`config.mk`:
```
export PLATFORM = sky130hd
export DESIGN_NAME = pressure_to_altitude_interp_core
export DESIGN_NICKNAME = d
export VERILOG_FILES = /design/src/rtl/pta_pkg.sv /design/src/rtl/pta_ram.sv /design/src/rtl/pta_div.sv /design/src/rtl/pressure_to_altitude_interp_core.sv
export SDC_FILE = /design/constraint.sdc
export NUM_CORES = 1
export LEC_CHECK = 0
export BUFFER_PORTS_ARGS = -buffer_cell sky130_fd_sc_hd__buf_4
export CORE_ASPECT_RATIO = 1.1
export CORE_MARGIN = 3
export CORE_UTILIZATION = 60
export CTS_BUF_LIST = sky130_fd_sc_hd__clkbuf_16
export DETAILED_ROUTE_END_ITERATION = 8
export PLACE_DENSITY = 0.82
export SLEW_MARGIN = 20
export SYNTH_ARGS = -nofsm -noshare
export SYNTH_HDL_FRONTEND = slang
export SYNTH_HIERARCHICAL = 1
export SYNTH_SLANG_ARGS = --single-unit
```
`constraint.sdc`:
```
create_clock -name clk -period 7.4 [get_ports clk]
set_input_delay 1.48 -clock clk [delete_from_list [all_inputs] [get_ports clk]]
set_output_delay 1.48 -clock clk [all_outputs]
set_load 0.01 [all_outputs]
```
`src/rtl/pta_pkg.sv`:
```
// Shared types and constants for the pressure-to-altitude interpolator.
// Holds the standard-atmosphere pressure table and the datapath widths.
// No dependencies; used by pta_div and the top level of the block.
package pta_pkg;

  // Datapath widths.
  localparam int PRES_W = 16;          // input pressure, Pa/4
  localparam int ALT_W = 15;           // output altitude, meters
  localparam int ENTRY_W = 15;         // one stored table entry
  localparam int DIV_W = 16;           // divisor: difference of two entries
  localparam int QUO_W = 11;           // interpolation offset is below 2048
  localparam int NUM_W = DIV_W + QUO_W; // rounded numerator of the divide

  // Altitude step between neighboring table entries.
  localparam int STEP_M = 2000;

  // Standard-atmosphere pressure at 0, 2000, ... 32000 m, in Pa/4.
  localparam int STORED_ENTRIES = 17;
  localparam int TBL_IW = 5;
  localparam logic [ENTRY_W-1:0] ATMOS_TABLE [STORED_ENTRIES] = '{
    15'd25325, 15'd19875, 15'd15415, 15'd11805,
    15'd8913,  15'd6625,  15'd4850,  15'd3543,  15'd2588,  15'd1891,
    15'd1382,  15'd1012,  15'd743,   15'd547,   15'd404,   15'd299,
    15'd222
  };

  // Status of the iterative divider.
  typedef struct packed {
    logic busy;
    logic done;
  } div_stat_t;

endpackage

```
`src/rtl/pta_ram.sv`:
```
// Generic single-port-write, single-port-read RAM with a registered read.
// Parameterized in word width and depth; no package dependencies.
module pta_ram #(
  parameter int WIDTH = 16,
  parameter int DEPTH = 32,
  localparam int AW = (DEPTH > 1) ? $clog2(DEPTH) : 1
) (
  input  logic             clk,
  input  logic             we,
  input  logic [AW-1:0]    waddr,
  input  logic [WIDTH-1:0] wdata,
  input  logic             re,
  input  logic [AW-1:0]    raddr,
  output logic [WIDTH-1:0] rdata
);

  logic [WIDTH-1:0] mem [DEPTH];

  // Write port.
  always_ff @(posedge clk) begin
    if (we) begin
      mem[waddr] <= wdata;
    end
  end

  // Registered read port.
  always_ff @(posedge clk) begin
    if (re) begin
      rdata <= mem[raddr];
    end
  end

endmodule

```
`src/rtl/pta_div.sv`:
```
// Restoring divider for the interpolation step, one quotient bit per cycle.
// Depends on pta_pkg for widths and the status struct.
module pta_div (
  input  logic                       clk,
  input  logic                       rst,
  input  logic                       start,
  input  logic [pta_pkg::NUM_W-1:0]  dividend,
  input  logic [pta_pkg::DIV_W-1:0]  divisor,
  output pta_pkg::div_stat_t         stat,
  output logic [pta_pkg::QUO_W-1:0]  quotient
);

  localparam int CNT_W = $clog2(pta_pkg::QUO_W);

  logic [pta_pkg::NUM_W-1:0] rem;
  logic [pta_pkg::NUM_W-1:0] dsh;
  logic [CNT_W-1:0]          cnt;
  logic                      busy;
  logic                      done;
  logic                      ge;

  // The shifted divisor fits under the remainder: take this quotient bit.
  assign ge = (rem >= dsh);

  // Control: step counter and status flags.
  always_ff @(posedge clk) begin
    if (rst) begin
      busy <= 1'b0;
      done <= 1'b0;
      cnt  <= '0;
    end else if (start) begin
      busy <= 1'b1;
      done <= 1'b0;
      cnt  <= CNT_W'(pta_pkg::QUO_W - 1);
    end else if (busy) begin
      if (cnt == '0) begin
        busy <= 1'b0;
        done <= 1'b1;
      end else begin
        cnt <= cnt - CNT_W'(1);
      end
    end else begin
      done <= 1'b0;
    end
  end

  // Datapath: remainder, shifted divisor and quotient bits.
  always_ff @(posedge clk) begin
    if (start) begin
      rem      <= dividend;
      dsh      <= pta_pkg::NUM_W'(divisor) << (pta_pkg::QUO_W - 1);
      quotient <= '0;
    end else if (busy) begin
      if (ge) begin
        rem <= rem - dsh;
      end
      dsh      <= dsh >> 1;
      quotient <= {quotient[pta_pkg::QUO_W-2:0], ge};
    end
  end

  assign stat.busy = busy;
  assign stat.done = done;

endmodule

```
`src/rtl/pressure_to_altitude_interp_core.sv`:
```
// Top level of the pressure-to-altitude interpolator: table search and output.
// Depends on pta_pkg, pta_ram (table store) and pta_div (interpolation divide).
//
//  channel | direction | handshake          | payload
//  --------+-----------+--------------------+---------------------------
//  in      | request   | in_valid/in_stall  | pressure [15:0], Pa/4
//  out     | result    | out_valid/out_stall| altitude [14:0], meters
//
// After reset the table RAM is loaded from the package, one entry a cycle;
// in_stall stays high meanwhile. A request is searched one entry a cycle
// from acceptance, comparing k entries (1..17); when the pressure falls
// between two entries, interpolation adds a setup step and the bit-serial
// divide. No new request is taken until the last result has been handed to
// the output register. A finished result waits in the output register while
// the next request is taken; out_stall only holds the last step.
module pressure_to_altitude_interp_core #(
  parameter int TABLE_ENTRIES = 17
) (
  input  logic                       clk,
  input  logic                       rst,
  input  logic                       in_valid,
  output logic                       in_stall,
  input  logic [pta_pkg::PRES_W-1:0] pressure,
  output logic                       out_valid,
  input  logic                       out_stall,
  output logic [pta_pkg::ALT_W-1:0]  altitude
);

  localparam int ENTRIES = (TABLE_ENTRIES > pta_pkg::STORED_ENTRIES) ?
                           pta_pkg::STORED_ENTRIES :
                           ((TABLE_ENTRIES < 1) ? 1 : TABLE_ENTRIES);
  localparam int AW = (ENTRIES > 1) ? $clog2(ENTRIES) : 1;
  localparam logic [AW-1:0] LAST = AW'(ENTRIES - 1);
  localparam logic [pta_pkg::ALT_W-1:0] SAT_ALT =
    pta_pkg::ALT_W'((ENTRIES - 1) * pta_pkg::STEP_M);

  typedef enum logic [5:0] {
    S_FILL   = 6'b000001,
    S_IDLE   = 6'b000010,
    S_SEARCH = 6'b000100,
    S_MUL    = 6'b001000,
    S_DIV    = 6'b010000,
    S_DONE   = 6'b100000
  } state_t;

  state_t                          state;
  logic [AW-1:0]                   fill_idx;
  logic [AW-1:0]                   issue_idx;
  logic                            issue_done;
  logic [AW-1:0]                   cmp_idx;
  logic                            rd_pend;

  logic [pta_pkg::PRES_W-1:0]      p;
  logic [pta_pkg::ENTRY_W-1:0]     upper;
  logic [pta_pkg::ENTRY_W-1:0]     lower;
  logic [pta_pkg::ALT_W-1:0]       res;

  logic                            ram_we;
  logic                            ram_re;
  logic [pta_pkg::ENTRY_W-1:0]     ram_rdata;
  logic                            hit;
  logic                            in_acc;
  logic                            out_load;

  logic [pta_pkg::DIV_W-1:0]       diff;
  logic [pta_pkg::NUM_W-1:0]       num;
  logic                            div_start;
  pta_pkg::div_stat_t              div_st;
  logic [pta_pkg::QUO_W-1:0]       quo;
  logic [pta_pkg::ALT_W-1:0]       alt_base;

  // Table store, loaded after reset.
  assign ram_we = (state == S_FILL);
  assign ram_re = (state == S_SEARCH) && !issue_done;

  pta_ram #(
    .WIDTH(pta_pkg::ENTRY_W),
    .DEPTH(ENTRIES)
  ) u_table (
    .clk  (clk),
    .we   (ram_we),
    .waddr(fill_idx),
    .wdata(pta_pkg::ATMOS_TABLE[pta_pkg::TBL_IW'(fill_idx)]),
    .re   (ram_re),
    .raddr(issue_idx),
    .rdata(ram_rdata)
  );

  // Handshakes.
  assign in_stall = (state != S_IDLE);
  assign in_acc   = in_valid && !in_stall;
  assign out_load = (state == S_DONE) && (!out_valid || !out_stall);

  // The entry just read is not greater than the pressure.
  assign hit = ({1'b0, ram_rdata} <= p);

  // Rounded numerator and divisor of the interpolation.
  assign diff      = pta_pkg::DIV_W'(upper) - pta_pkg::DIV_W'(lower);
  assign num       = pta_pkg::NUM_W'(p - pta_pkg::PRES_W'(lower)) *
                     pta_pkg::NUM_W'(pta_pkg::STEP_M) +
                     pta_pkg::NUM_W'(diff >> 1);
  assign div_start = (state == S_MUL);

  pta_div u_div (
    .clk     (clk),
    .rst     (rst),
    .start   (div_start),
    .dividend(num),
    .divisor (diff),
    .stat    (div_st),
    .quotient(quo)
  );

  // Altitude of the entry where the search stopped.
  assign alt_base = pta_pkg::ALT_W'(pta_pkg::ALT_W'(cmp_idx) *
                                    pta_pkg::ALT_W'(pta_pkg::STEP_M));

  // Sequencer: fill, search one entry a cycle, divide, hand off.
  always_ff @(posedge clk) begin
    if (rst) begin
      state      <= S_FILL;
      fill_idx   <= '0;
      issue_idx  <= '0;
      issue_done <= 1'b0;
      cmp_idx    <= '0;
      rd_pend    <= 1'b0;
    end else begin
      unique case (state)
        S_FILL: begin
          if (fill_idx == LAST) begin
            state <= S_IDLE;
          end else begin
            fill_idx <= fill_idx + AW'(1);
          end
        end
        S_IDLE: begin
          if (in_acc) begin
            state      <= S_SEARCH;
            issue_idx  <= '0;
            issue_done <= 1'b0;
            cmp_idx    <= '0;
            rd_pend    <= 1'b0;
          end
        end
        S_SEARCH: begin
          if (ram_re) begin
            issue_done <= (issue_idx == LAST);
            if (issue_idx != LAST) begin
              issue_idx <= issue_idx + AW'(1);
            end
          end
          rd_pend <= ram_re;
          if (rd_pend) begin
            if (hit) begin
              state <= (cmp_idx == '0) ? S_DONE : S_MUL;
            end else if (cmp_idx == LAST) begin
              state <= S_DONE;
            end else begin
              cmp_idx <= cmp_idx + AW'(1);
            end
          end
        end
        S_MUL: begin
          state <= S_DIV;
        end
        S_DIV: begin
          if (div_st.done) begin
            state <= S_DONE;
          end
        end
        S_DONE: begin
          if (out_load) begin
            state <= S_IDLE;
          end
        end
        default: begin
          state <= S_IDLE;
        end
      endcase
    end
  end

  // Request payload and search results.
  always_ff @(posedge clk) begin
    if (in_acc) begin
      p <= pressure;
    end
    if ((state == S_SEARCH) && rd_pend) begin
      if (hit) begin
        lower <= ram_rdata;
        res   <= '0;
      end else begin
        upper <= ram_rdata;
        res   <= SAT_ALT;
      end
    end
    if ((state == S_DIV) && div_st.done) begin
      res <= alt_base - pta_pkg::ALT_W'(quo);
    end
  end

  // Output register.
  always_ff @(posedge clk) begin
    if (rst) begin
      out_valid <= 1'b0;
    end else if (out_load) begin
      out_valid <= 1'b1;
    end else if (!out_stall) begin
      out_valid <= 1'b0;
    end
  end

  always_ff @(posedge clk) begin
    if (out_load) begin
      altitude <= res;
    end
  end

  // A result never lies above the top of the table.
  assert property (@(posedge clk) disable iff (rst)
    out_valid |-> (altitude <= SAT_ALT))
    else $error("altitude above the table top");

  // The divider only finishes while the sequencer waits for it.
  assert property (@(posedge clk) disable iff (rst)
    div_st.done |-> (state == S_DIV))
    else $error("divider finished outside the divide step");

  // The table load happens once after reset and never again.
  assert property (@(posedge clk) disable iff (rst)
    (state != S_FILL) |=> (state != S_FILL))
    else $error("table load restarted");

  // After the setup step the sequencer is in the divide step with the divider busy.
  assert property (@(posedge clk) disable iff (rst)
    (state == S_MUL) |=> (state == S_DIV) && div_st.busy)
    else $error("divider not started");

  // An accepted request always starts a search.
  assert property (@(posedge clk) disable iff (rst)
    in_acc |=> (state == S_SEARCH))
    else $error("accepted request did not start a search");

endmodule

```
==> flow_summary.ini <==
[clock_tree]
cts_tree = yes
htree_levels = 2
clk_latency_ns = 0.60
path_clk_slew_ns = 0.06
cts-buffers-inserted = 44
hold_buffers = 0
clock-root-buffer = clkbuf_16
clock-sinks = 440
clk_path_buf_depth = 3

[power]
clkPwrFrac = 0.259
p_comb_frac = 0.383
switching_share = 0.3490
ir_drop_mv = 0.3184
leakage_nw = 10.49
power_density_mw_per_mm2 = 305.3
p_sw_mw = 2.956
seqPwrFrac = 0.358
internal_power_mw = 5.515

[global_route]
grt_pass1_vias = 16520
grt_usage = 0.2418
gr-total-overflow = 0
grt_max_degree = 91
antenna_found_initial = 1
grt_pass1_wl_um = 86370

[timing]
final_max_slew_viol_count = 0
skew_ns = 0.02367
period_needed_ns = 6.898
fmax_mhz = 145.0
rsz0062_at_grt = true
final-setup-viol-count = 0
finalCritPeriodShare = 0.9322
fin_tns_setup_ns = 0
hold_violations = 0
maxSlewHeadroom = 0.3023
tightest_slew_ns = 1.045

[synthesis]
synth_cells = 2026
ys.warnings.count = 6
synthesis.nets = 2279
netlist_area_mm2 = 0.02527
synth.avg_cell_area_um2 = 12.47

[critical_path]
worstSetupPathType = reg -> reg
critPathRequiredTime_ns = 7.73
slowest_stage = fa_1
r2r_start = p[0]
reg2reg_slack_ns = 0.50
reg2reg_to = u_div/rem[26]
end_kind = flop
critPathLaunchType = flop
r2r.worst_path.cells = 28
arrival_ns = 7.23
critPathMaxFanout = 5
slowest_delay_ns = 0.52

[min_path]
hold_depth = 0
hold_class = reg -> reg
min_to = altitude[0]
hp-start = res[0]

[routing]
firstDrtPassIters = 6
drt_wl_total_um = 54290
via_per_inst = 6.072
post_drt_wl_per_cell_um = 20.22
ant_nets = 0
post-route-drc-count = 0
vias = 16300
drt_iter0_markers = 1265

[die]
die_area_mm2 = 0.04462
start_util = 0.6107
rows = 78
core_area_mm2 = 0.04138
fp.dieW_um = 201.7
ioPinCount = 37
die_height_um = 221.2

[finish]
fin_area_mm2 = 0.02775
nets = 2342
layout-drive-gt1-share = 0.1271
area_growth_pct = 9.809

[place]
dpl_cell_area_mm2 = 0.02611
routabilityCongestion = 0.9120
io_buffers = 36
dpl.hpwl_um = 37720

[run_status]
status = completed

[job]
cap_violations = 0
## power groups by stage
| stage | combinational [mW] | sequential (mW) | clock [mW] |
|---|---|---|---|
| after floorplan | 2.45 | 3.05 | 0 |
| after global placement | 2.99 | 3.07 | 0 |
| after detailed placement | 3.11 | 3.08 | 0 |
| after CTS | 3.14 | 3.04 | 2.23 |
| after global routing | 3.60 | 3.04 | 2.31 |
| final | 3.24 | 3.03 | 2.20 |
## worst max path at each step
stage / depth (start not counted) / from / to
2_1_floorplan: 30 / lower[1] / u_div/rem[26]
4_1_cts: 27 / lower[0] / u_div/rem[26]
3_5_place_dp: 27 / lower[0] / u_div/rem[26]
3_3_place_gp: 28 / p[0] / u_div/rem[26]
5_1_grt: 28 / p[0] / u_div/rem[26]
6_report: 28 / p[0] / u_div/rem[26]
## through the flow
step,worst slack [ns],power (mW),util,cells,hold WS (ns)
2_1_floorplan,0.7384,5.499,-,2026,0.4003
3_3_place_gp,0.4308,6.058,0.6309,2595,0.4055
3_5_place_dp,0.2758,6.190,0.6309,2595,0.4079
4_1_cts,0.2478,8.412,0.6654,2676,0.4233
5_1_grt,-0.01202,8.957,0.6706,2685,0.4267
6_report,0.5016,8.472,0.6706,2685,0.4203
## cells in the final DEF, fill, tap and decap left out, drive strengths merged, types with 27 or more instances in the layout
| cell | count |
|---|---|
| clkbuf | 45 |
| dfxtp | 51 |
| a21o | 27 |
| xnor2 | 71 |
| nor3 | 35 |
| fa | 70 |
| mux4 | 63 |
| xor2 | 42 |
| mux2i | 43 |
| nand2 | 96 |
| a21oi | 99 |
| ha | 163 |
| edfxtp | 389 |
| inv | 243 |
| o21ai | 83 |
| buf | 80 |
| nor2 | 150 |
## layout make-up
cell class / instances / area (um^2)
Fill cell: 2910 / 13630
Sequential cell: 440 / 12710
Multi-Input combinational cell: 1292 / 11420
Clock buffer: 44 / 1101
Inverter: 230 / 863.3
Tap cell: 560 / 700.7
Timing Repair Buffer: 81 / 628.1
Clock inverter: 37 / 326.6
Antenna cell: 1 / 2.502
## state kept, by name, summed over array words and instances, names as in the netlist
name / flops
u_table/mem: 255
u_div/rem: 27
u_div/dsh: 26
p: 16
altitude: 15
lower: 15
res: 15
u_table/rdata: 15
upper: 15
u_div/quotient: 11
state: 6
cmp_idx: 5
fill_idx: 5
issue_idx: 5
u_div/cnt: 4
issue_done: 1
out_valid: 1
rd_pend: 1
u_div/busy: 1
u_div/done: 1
## routing by layer
layer  wire (um)  global-route usage
met5           0                   0
met4        2120             0.08712
met3        3213             0.04164
met2       28640              0.4404
met1       20320              0.2890
## worst max-delay path, delay by kind of cell, from the launching register on
kind	cells	cell delay, ns
simple gates	4	0.69
xor+xnor	3	0.61
compound gates	9	1.66
fa+ha+maj	7	2.99
flops	1	0.35
buf+inv	5	0.35
## repair_timing
item / CTS / global route
buffers inserted: 0 / 5
gates resized for setup: 0 / 14
setup endpoints to repair: 0 / 7
No activity file was read; power rests on OpenSTA's default activity.
